`src/rtl/scb_pkg.sv`:
```
`default_nettype none

package scb_pkg;

   // Screen geometry: the screen covers [0, SCREEN_DIM-1] on both axes
   localparam int SCREEN_DIM = 160;
   localparam int EDGE       = SCREEN_DIM - 1;

   // Datapath widths
   localparam int COORD_W = 16;
   localparam int DIFF_W  = COORD_W + 1;    // endpoint difference, sign-extended coordinates
   localparam int OFF_W   = COORD_W + 2;    // screen edge minus coordinate
   localparam int PROD_W  = DIFF_W + OFF_W;
   localparam int CROSS_W = PROD_W + 1;

   localparam logic signed [DIFF_W-1:0] EDGE_S = DIFF_W'(EDGE);
   localparam logic signed [OFF_W-1:0]  EDGE_O = OFF_W'(EDGE);

   // Orientation of an ordered point triple
   typedef enum logic [1:0] {
      ORI_COL = 2'd0,
      ORI_CW  = 2'd1,
      ORI_CCW = 2'd2
   } orient_type;

   typedef orient_type [3:0] orient4_type;

   // Border numbering
   localparam int B_TOP    = 0;
   localparam int B_RIGHT  = 1;
   localparam int B_BOTTOM = 2;
   localparam int B_LEFT   = 3;

   // Corner numbering: 0 (0,0), 1 (e,0), 2 (e,e), 3 (0,e)
   localparam logic [1:0] CORNER_00 = 2'd0;
   localparam logic [1:0] CORNER_E0 = 2'd1;
   localparam logic [1:0] CORNER_EE = 2'd2;
   localparam logic [1:0] CORNER_0E = 2'd3;

   // First and second corner of each border, in border order
   localparam logic [1:0] BORDER_C [4] = '{CORNER_00, CORNER_E0, CORNER_0E, CORNER_00};
   localparam logic [1:0] BORDER_D [4] = '{CORNER_E0, CORNER_EE, CORNER_EE, CORNER_0E};

   // Flags that ride along the pipeline from the first stage
   typedef struct packed {
      logic        reject;      // bounding box wholly off screen
      logic [1:0]  x_in;        // segment x range holds 0 / e
      logic [1:0]  y_in;        // segment y range holds 0 / e
      orient4_type ob_a;        // border against start point
      orient4_type ob_b;        // border against end point
      logic [3:0]  on_a;        // start point lies on border
      logic [3:0]  on_b;        // end point lies on border
   } flags_type;

   typedef struct packed {
      logic signed [DIFF_W-1:0] dx;
      logic signed [DIFF_W-1:0] dy;
      logic signed [OFF_W-1:0]  off_x0;
      logic signed [OFF_W-1:0]  off_xe;
      logic signed [OFF_W-1:0]  off_y0;
      logic signed [OFF_W-1:0]  off_ye;
      flags_type                flags;
   } s1_type;

   typedef struct packed {
      logic signed [PROD_W-1:0] p_y0;   // dy * (0 - end_x)
      logic signed [PROD_W-1:0] p_ye;   // dy * (e - end_x)
      logic signed [PROD_W-1:0] p_x0;   // dx * (0 - end_y)
      logic signed [PROD_W-1:0] p_xe;   // dx * (e - end_y)
      flags_type                flags;
   } s2_type;

   typedef struct packed {
      orient4_type oc;          // segment against each corner
      flags_type   flags;
   } s3_type;

   // Orientation code from the sign of a cross product
   function automatic orient_type sign_code(input logic neg, input logic zero);
      orient_type r;
      if (zero) begin
         r = ORI_COL;
      end else if (neg) begin
         r = ORI_CCW;
      end else begin
         r = ORI_CW;
      end
      return r;
   endfunction

   // Orientation of each border (axis aligned) against one point
   function automatic orient4_type pt_orient(input logic signed [DIFF_W-1:0] x,
                                             input logic signed [DIFF_W-1:0] y);
      orient4_type r;
      r[B_TOP]    = sign_code(y > 0, y == 0);
      r[B_RIGHT]  = sign_code(x < EDGE_S, x == EDGE_S);
      r[B_BOTTOM] = sign_code(y > EDGE_S, y == EDGE_S);
      r[B_LEFT]   = sign_code(x < 0, x == 0);
      return r;
   endfunction

   // Whether one point lies on each border segment
   function automatic logic [3:0] pt_on(input logic signed [DIFF_W-1:0] x,
                                        input logic signed [DIFF_W-1:0] y);
      logic       xr;
      logic       yr;
      logic [3:0] r;
      xr = (x >= 0) && (x <= EDGE_S);
      yr = (y >= 0) && (y <= EDGE_S);
      r[B_TOP]    = xr && (y == 0);
      r[B_RIGHT]  = yr && (x == EDGE_S);
      r[B_BOTTOM] = xr && (y == EDGE_S);
      r[B_LEFT]   = yr && (x == 0);
      return r;
   endfunction

endpackage

`default_nettype wire

```
`src/rtl/scb_front.sv`:
```
`default_nettype none

module scb_front (
   input  wire logic                          clock,
   input  wire logic                          reset,
   input  wire logic                          in_valid,
   output logic                               in_ready,
   input  wire logic [4*scb_pkg::COORD_W-1:0] in_data,
   output logic                               out_valid,
   input  wire logic                          out_ready,
   output scb_pkg::s1_type                    out_data
);

   logic                                 valid_ff;
   scb_pkg::s1_type                      data_ff;
   scb_pkg::s1_type                      data_in;
   logic signed [scb_pkg::DIFF_W-1:0]    sx;
   logic signed [scb_pkg::DIFF_W-1:0]    sy;
   logic signed [scb_pkg::DIFF_W-1:0]    ex;
   logic signed [scb_pkg::DIFF_W-1:0]    ey;

   // Sign-extend the coordinates
   always_comb begin
      sx = scb_pkg::DIFF_W'($signed(in_data[scb_pkg::COORD_W-1:0]));
      sy = scb_pkg::DIFF_W'($signed(in_data[2*scb_pkg::COORD_W-1:scb_pkg::COORD_W]));
      ex = scb_pkg::DIFF_W'($signed(in_data[3*scb_pkg::COORD_W-1:2*scb_pkg::COORD_W]));
      ey = scb_pkg::DIFF_W'($signed(in_data[4*scb_pkg::COORD_W-1:3*scb_pkg::COORD_W]));
   end

   // Form differences, corner offsets and the border flags
   always_comb begin
      data_in.dx     = ex - sx;
      data_in.dy     = ey - sy;
      data_in.off_x0 = scb_pkg::OFF_W'(0) - scb_pkg::OFF_W'(ex);
      data_in.off_xe = scb_pkg::EDGE_O - scb_pkg::OFF_W'(ex);
      data_in.off_y0 = scb_pkg::OFF_W'(0) - scb_pkg::OFF_W'(ey);
      data_in.off_ye = scb_pkg::EDGE_O - scb_pkg::OFF_W'(ey);

      data_in.flags.reject = ((sx < 0) && (ex < 0)) || ((sy < 0) && (ey < 0)) ||
                             ((sx > scb_pkg::EDGE_S) && (ex > scb_pkg::EDGE_S)) ||
                             ((sy > scb_pkg::EDGE_S) && (ey > scb_pkg::EDGE_S));

      data_in.flags.x_in[0] = !((sx > 0) && (ex > 0)) && !((sx < 0) && (ex < 0));
      data_in.flags.x_in[1] = !((sx > scb_pkg::EDGE_S) && (ex > scb_pkg::EDGE_S)) &&
                              !((sx < scb_pkg::EDGE_S) && (ex < scb_pkg::EDGE_S));
      data_in.flags.y_in[0] = !((sy > 0) && (ey > 0)) && !((sy < 0) && (ey < 0));
      data_in.flags.y_in[1] = !((sy > scb_pkg::EDGE_S) && (ey > scb_pkg::EDGE_S)) &&
                              !((sy < scb_pkg::EDGE_S) && (ey < scb_pkg::EDGE_S));

      data_in.flags.ob_a = scb_pkg::pt_orient(sx, sy);
      data_in.flags.ob_b = scb_pkg::pt_orient(ex, ey);
      data_in.flags.on_a = scb_pkg::pt_on(sx, sy);
      data_in.flags.on_b = scb_pkg::pt_on(ex, ey);
   end

   assign in_ready = !valid_ff || out_ready;

   // Advance the stage valid bit
   always_ff @(posedge clock) begin
      if (reset) begin
         valid_ff <= 1'b0;
      end else if (in_ready) begin
         valid_ff <= in_valid;
      end
   end

   // Load the payload
   always_ff @(posedge clock) begin
      if (in_ready && in_valid) begin
         data_ff <= data_in;
      end
   end

   assign out_valid = valid_ff;
   assign out_data  = data_ff;

endmodule

`default_nettype wire

```
`src/rtl/scb_mult.sv`:
```
`default_nettype none

module scb_mult (
   input  wire logic            clock,
   input  wire logic            reset,
   input  wire logic            in_valid,
   output logic                 in_ready,
   input  wire scb_pkg::s1_type in_data,
   output logic                 out_valid,
   input  wire logic            out_ready,
   output scb_pkg::s2_type      out_data
);

   logic            valid_ff;
   scb_pkg::s2_type data_ff;
   scb_pkg::s2_type data_in;

   // Four cross-product terms, each shared by two of the four corners
   always_comb begin
      data_in.p_y0  = scb_pkg::PROD_W'(in_data.dy) * scb_pkg::PROD_W'(in_data.off_x0);
      data_in.p_ye  = scb_pkg::PROD_W'(in_data.dy) * scb_pkg::PROD_W'(in_data.off_xe);
      data_in.p_x0  = scb_pkg::PROD_W'(in_data.dx) * scb_pkg::PROD_W'(in_data.off_y0);
      data_in.p_xe  = scb_pkg::PROD_W'(in_data.dx) * scb_pkg::PROD_W'(in_data.off_ye);
      data_in.flags = in_data.flags;
   end

   assign in_ready = !valid_ff || out_ready;

   // Advance the stage valid bit
   always_ff @(posedge clock) begin
      if (reset) begin
         valid_ff <= 1'b0;
      end else if (in_ready) begin
         valid_ff <= in_valid;
      end
   end

   // Load the payload
   always_ff @(posedge clock) begin
      if (in_ready && in_valid) begin
         data_ff <= data_in;
      end
   end

   assign out_valid = valid_ff;
   assign out_data  = data_ff;

endmodule

`default_nettype wire

```
`src/rtl/scb_orient.sv`:
```
`default_nettype none

module scb_orient (
   input  wire logic            clock,
   input  wire logic            reset,
   input  wire logic            in_valid,
   output logic                 in_ready,
   input  wire scb_pkg::s2_type in_data,
   output logic                 out_valid,
   input  wire logic            out_ready,
   output scb_pkg::s3_type      out_data
);

   logic                               valid_ff;
   scb_pkg::s3_type                    data_ff;
   scb_pkg::s3_type                    data_in;
   logic signed [scb_pkg::CROSS_W-1:0] v [4];

   // Cross product of the segment with each screen corner
   always_comb begin
      v[scb_pkg::CORNER_00] = scb_pkg::CROSS_W'(in_data.p_y0) - scb_pkg::CROSS_W'(in_data.p_x0);
      v[scb_pkg::CORNER_E0] = scb_pkg::CROSS_W'(in_data.p_ye) - scb_pkg::CROSS_W'(in_data.p_x0);
      v[scb_pkg::CORNER_EE] = scb_pkg::CROSS_W'(in_data.p_ye) - scb_pkg::CROSS_W'(in_data.p_xe);
      v[scb_pkg::CORNER_0E] = scb_pkg::CROSS_W'(in_data.p_y0) - scb_pkg::CROSS_W'(in_data.p_xe);
      for (int k = 0; k < 4; k++) begin
         data_in.oc[k] = scb_pkg::sign_code(v[k] < 0, v[k] == 0);
      end
      data_in.flags = in_data.flags;
   end

   assign in_ready = !valid_ff || out_ready;

   // Advance the stage valid bit
   always_ff @(posedge clock) begin
      if (reset) begin
         valid_ff <= 1'b0;
      end else if (in_ready) begin
         valid_ff <= in_valid;
      end
   end

   // Load the payload
   always_ff @(posedge clock) begin
      if (in_ready && in_valid) begin
         data_ff <= data_in;
      end
   end

   assign out_valid = valid_ff;
   assign out_data  = data_ff;

endmodule

`default_nettype wire

```
`src/rtl/segment_crosses_screen_border_unit.sv`:
```
// Throughput: one item per cycle while the output is not stalled; set by four register
// stages (offsets, products, corner orientation, border combine) that each hold one item.
// Stalls: each stage holds its item while the next one is full and not taken.
// Reset: synchronous, active high; clears every stage valid bit, payload is not reset.
`default_nettype none

module segment_crosses_screen_border_unit (
   input  wire logic        clock,
   input  wire logic        reset,
   input  wire logic        req_tvalid,
   output logic             req_tready,
   input  wire logic [63:0] req_tdata,   // start_x[15:0], start_y[31:16], end_x[47:32], end_y[63:48]
   output logic             rsp_tvalid,
   input  wire logic        rsp_tready,
   output logic [7:0]       rsp_tdata    // crosses[0], zero fill [7:1]
);

   logic            s1_valid;
   logic            s1_ready;
   scb_pkg::s1_type s1_data;
   logic            s2_valid;
   logic            s2_ready;
   scb_pkg::s2_type s2_data;
   logic            s3_valid;
   logic            s3_ready;
   scb_pkg::s3_type s3_data;

   logic            out_valid_ff;
   logic            crosses_ff;
   logic            crosses_in;
   logic [3:0]      meet;
   logic [3:0]      c_in;

   scb_front u_front (
      .clock     (clock),
      .reset     (reset),
      .in_valid  (req_tvalid),
      .in_ready  (req_tready),
      .in_data   (req_tdata),
      .out_valid (s1_valid),
      .out_ready (s1_ready),
      .out_data  (s1_data)
   );

   scb_mult u_mult (
      .clock     (clock),
      .reset     (reset),
      .in_valid  (s1_valid),
      .in_ready  (s1_ready),
      .in_data   (s1_data),
      .out_valid (s2_valid),
      .out_ready (s2_ready),
      .out_data  (s2_data)
   );

   scb_orient u_orient (
      .clock     (clock),
      .reset     (reset),
      .in_valid  (s2_valid),
      .in_ready  (s2_ready),
      .in_data   (s2_data),
      .out_valid (s3_valid),
      .out_ready (s3_ready),
      .out_data  (s3_data)
   );

   // Corner inside the segment's bounding box
   always_comb begin
      c_in[scb_pkg::CORNER_00] = s3_data.flags.x_in[0] && s3_data.flags.y_in[0];
      c_in[scb_pkg::CORNER_E0] = s3_data.flags.x_in[1] && s3_data.flags.y_in[0];
      c_in[scb_pkg::CORNER_EE] = s3_data.flags.x_in[1] && s3_data.flags.y_in[1];
      c_in[scb_pkg::CORNER_0E] = s3_data.flags.x_in[0] && s3_data.flags.y_in[1];
   end

   // Combine the orientations per border: proper crossing or collinear touch
   always_comb begin
      for (int k = 0; k < 4; k++) begin
         meet[k] =
            ((s3_data.oc[scb_pkg::BORDER_C[k]] != s3_data.oc[scb_pkg::BORDER_D[k]]) &&
             (s3_data.flags.ob_a[k] != s3_data.flags.ob_b[k])) ||
            ((s3_data.oc[scb_pkg::BORDER_C[k]] == scb_pkg::ORI_COL) &&
             c_in[scb_pkg::BORDER_C[k]]) ||
            ((s3_data.oc[scb_pkg::BORDER_D[k]] == scb_pkg::ORI_COL) &&
             c_in[scb_pkg::BORDER_D[k]]) ||
            ((s3_data.flags.ob_a[k] == scb_pkg::ORI_COL) && s3_data.flags.on_a[k]) ||
            ((s3_data.flags.ob_b[k] == scb_pkg::ORI_COL) && s3_data.flags.on_b[k]);
      end
      crosses_in = !s3_data.flags.reject && (|meet);
   end

   assign s3_ready = !out_valid_ff || rsp_tready;

   // Output register valid bit
   always_ff @(posedge clock) begin
      if (reset) begin
         out_valid_ff <= 1'b0;
      end else if (s3_ready) begin
         out_valid_ff <= s3_valid;
      end
   end

   // Output register payload
   always_ff @(posedge clock) begin
      if (s3_ready && s3_valid) begin
         crosses_ff <= crosses_in;
      end
   end

   assign rsp_tvalid = out_valid_ff;
   assign rsp_tdata  = {7'd0, crosses_ff};

   // Reset empties the output register
   a_reset_empty: assert property (@(posedge clock) reset |=> !rsp_tvalid)
      else $error("output valid after reset");

   // A held result must block the last stage
   a_hold_blocks: assert property (@(posedge clock) disable iff (reset)
      !(rsp_tvalid && !rsp_tready && s3_ready))
      else $error("last stage advances over a held result");

   // A segment whose box is off screen never reports a crossing
   a_reject_zero: assert property (@(posedge clock) disable iff (reset)
      (s3_valid && s3_ready && s3_data.flags.reject) |=> (rsp_tvalid && !rsp_tdata[0]))
      else $error("off-screen segment reported as crossing");

endmodule

`default_nettype wire

```
`config.mk`:
```
export PLATFORM = sky130hd
export DESIGN_NAME = segment_crosses_screen_border_unit
export DESIGN_NICKNAME = d
export VERILOG_FILES = /design/src/rtl/scb_pkg.sv /design/src/rtl/scb_front.sv /design/src/rtl/scb_mult.sv /design/src/rtl/scb_orient.sv /design/src/rtl/segment_crosses_screen_border_unit.sv
export SDC_FILE = /design/constraint.sdc
export NUM_CORES = 2
export LEC_CHECK = 0
export BUFFER_PORTS_ARGS = -buffer_cell sky130_fd_sc_hd__clkbuf_2
export CORE_ASPECT_RATIO = 0.7
export CORE_MARGIN = 5
export CORE_UTILIZATION = 35
export CTS_BUF_LIST = sky130_fd_sc_hd__clkbuf_2 sky130_fd_sc_hd__clkbuf_4 sky130_fd_sc_hd__clkbuf_8
export DETAILED_ROUTE_END_ITERATION = 6
export PLACE_DENSITY = 0.6
export SETUP_SLACK_MARGIN = 0.4
export SLEW_MARGIN = 20
export SYNTH_ARGS = -nofsm -noshare
export SYNTH_HDL_FRONTEND = slang
export SYNTH_HIERARCHICAL = 1
export SYNTH_SLANG_ARGS = --single-unit
```
`constraint.sdc`:
```
create_clock -name clock -period 5.81 [get_ports clock]
set_input_delay 0.8715 -clock clock [delete_from_list [all_inputs] [get_ports clock]]
set_output_delay 0.8715 -clock clock [all_outputs]
set_load 0.05 [all_outputs]
```
==> results.cfg <==
[run_status]
status = finished, violations left
failed_checks = negative setup slack

[grt]
grt_usage_pct = 21.3
antenna_found_initial = 6
grt_max_degree = 84
grt-ovfl-total = 0
grt_pass1_vias = 54300
grt_pass1_wl_mm = 333

[synth]
synth_simple_gate_area_share_pct = 15.6
synth_ff_type = edfxtp_1
synth_top_area_share_pct = 36.8
synth_compound_area_share_pct = 9.24
synthTopCellsByArea = fa_1 (37%), edfxtp_1 (15%), ha_1 (9.7%)
ys_types = 107
yosysMostFrequentCell = inv_1
yosysTopAreaCell = fa_1
synth_edf_count = 338
synth_area_per_cell_um2 = 9.46
async_flop_share_pct = 0
synth_mux_area_share_pct = 0.118
ys_ff_latch = 342
synth_xor_area_share_pct = 3.63
synth_top_family_by_area = adder cells
seq_area_frac_synth_pct = 15.0
syn-cell-area_um2 = 68000
syn_inst = 7187
synthAdderAreaFrac_pct = 46.5
synthTopCellsByCount = inv_1 (1,456), fa_1 (1,250), nand2_1 (745)
ys_warn_count = 6

[floorplanning]
placementRows = 135
start_util_pct = 35.2
core_area_um2 = 193000
dieHeight_um = 379
design.die.area_um2 = 203000
die_w_um = 537
io_pins = 78

[detailed_routing]
drt_wl_total_mm = 216
first_pass_iters = 6
drt_iter0_drc = 4817
post-route-drc-count = 0
vias_per_cell = 5.07
vias = 53200
ant_nets = 0
wl_per_cell_um = 20.6

[critical_path]
setup.worst_path.start_class = flop
crit_type = reg -> reg
end_kind = flop
worstPathArrival_ns = 7.01
path_cells = buf_12 > buf_6 > and2_4 > fa_1 > inv_1 > fa_1 > inv_2 > fa_1 > fa_1 > fa_1 > inv_1 > fa_1 > inv_2 > ha_4 > and3_4 > a22o_1 > a211oi_2 > o211ai_1 > a31oi_2 > buf_4 > nand4b_1 > nand3_2 > a2111oi_2 > nor3b_1
max_stage_delay_ns = 0.54
worst_path_most_repeated_cell = fa_1
cp_max_fo = 6
crit_slowest_cell = fa_1
critPathRequiredTime_ns = 6.30

[timing]
slew_violations = 0
holdWs_ns = 0.327
finalCritPeriodShare_pct = 112
rsz0062_at_grt = yes
fmax_mhz = 153
relSlewSlack_pct = 34.8
finalSetupViolations = 66
finClkSkew_ns = 0.0683
hold_viol_final = 0
finalCriticalPeriod_ns = 6.52
setup_ws_ns = -0.707
worst_pin_slew_ns = 0.954

[placed_design]
routabilityCongestion = 0.964
placed_cells = 10300
dp_hpwl_mm = 184
portBuffers = 70
place_ws_ns = -0.763

[clock_tree]
clk_latency_ns = 0.78
clock-sinks = 342
path_clk_slew_ns = 0.07
cts-root-buf = clkbuf_8
tritoncts = yes
postCtsHoldBufs = 0
cts.path.max_buffers = 3
htreeDepth = 2
cts_buffers = 61

[finish]
synthToLayoutAreaGrowth_pct = 19.4
finalNonFillerCells = 10500
nets = 9675
layout-drive-gt1-share_pct = 17.9

[job]
max_cap_violations = 0

[min_path]
hp-class = in -> reg
## critical path: cells and delay by family, from the launching register on
family	cells	cell delay, ns
buffers and inverters	7	0.67
adder cells (fa/ha/maj)	7	3.17
AND/OR/NAND/NOR	5	0.72
flip-flops	1	0.41
AO/OA/AOI/OAI	5	1.27
## path summary, 6_finish.rpt
kind / endpoint / from / slack (ns) / cells past startpoint
max: u_mult/out_data[98] / u_front/out_data[123] / -0.71 / 24
min: u_front/out_valid / reset / 0.33 / 2
max reg2reg: u_mult/out_data[98] / u_front/out_data[123] / -0.71 / 24
min reg2reg: u_orient/out_data[22] / u_mult/out_data[22] / 0.39 / 0
## through the flow
stage               util, %  setup TNS (ns)  cell area, um2
floorplan                 -          -0.625           69400
global placement       40.0          -22.39           77500
detailed placement     40.0          -25.62           77500
CTS                    41.4          -20.21           80100
global route           42.0          -35.86           81200
finish                 42.0          -24.28           81200
## cells in the final DEF, fill, tap and decap left out, types with 33 or more instances in the layout
master    synthesis  layout
clkbuf_8          1      62
nor2b_1          44      43
xnor2_1         191     172
nor2_1          267     255
nand2_1         745     722
nand3_1          88      81
clkbuf_2          3      70
o21ai_0         144     114
a21o_1          106     106
nand4_1          52      52
nand2b_1         56      55
o21a_1           58      56
ha_1            527     461
fa_2              0      33
buf_6             8      70
and2_4            0      42
inv_1          1456    1400
inv_2             0      54
a31oi_1          41      39
nor3_1           60      58
and2_1          619     576
edfxtp_1        338     338
fa_1           1250    1217
a21oi_2           2      47
buf_4            16     634
a21oi_1         264     213
ha_4              0      54
xor2_1           87      84
buf_12            0      76
## cell type report
class / instances / area, um2
antenna: 6 / 15.0
tap: 2603 / 3260
clock buffer: 75 / 951
fill: 18700 / 112000
multi-input combinational: 5106 / 53200
sequential: 342 / 10200
inverter: 1457 / 5480
clock inverter: 36 / 369
timing repair buffer: 862 / 7670
## sequential cells by signal (all words and copies together), names as in the netlist
name,cells
u_orient/out_valid,1
rsp_tvalid,1
u_mult/out_data,169
u_mult/out_valid,1
crosses_ff,1
u_front/out_data,131
u_orient/out_data,37
u_front/out_valid,1
## cell families after synthesis
group / Yosys count
AO/OA/AOI/OAI: 932
adder cells (fa/ha/maj): 1777
flip-flops: 342
AND/OR/NAND/NOR: 2102
other: 1
buffers and inverters: 1745
multiplexers: 8
XOR/XNOR: 280
## what timing repair did
action | 4_1_cts | 5_1_grt
pin swaps | 98 | 144
endpoints found under the setup margin | 90 | 93
gates resized for setup | 202 | 207
setup buffers | 40 | 31
endpoints found under the hold margin | 0 | 0
gates cloned | 4 | 2
## metal layers
layer | vias up | track usage, % | routed length (um)
met5 | - | 0 | 20
met4 | 2 | 3.21 | 3480
met3 | 174 | 5.31 | 21900
met2 | 2118 | 29.0 | 84400
met1 | 26900 | 34.1 | 106000
li1 | 24000 | - | -
Power is left out: the tool's default activity adds up to more than one toggle a clock period on the data nets, which glitch-free logic cannot reach.
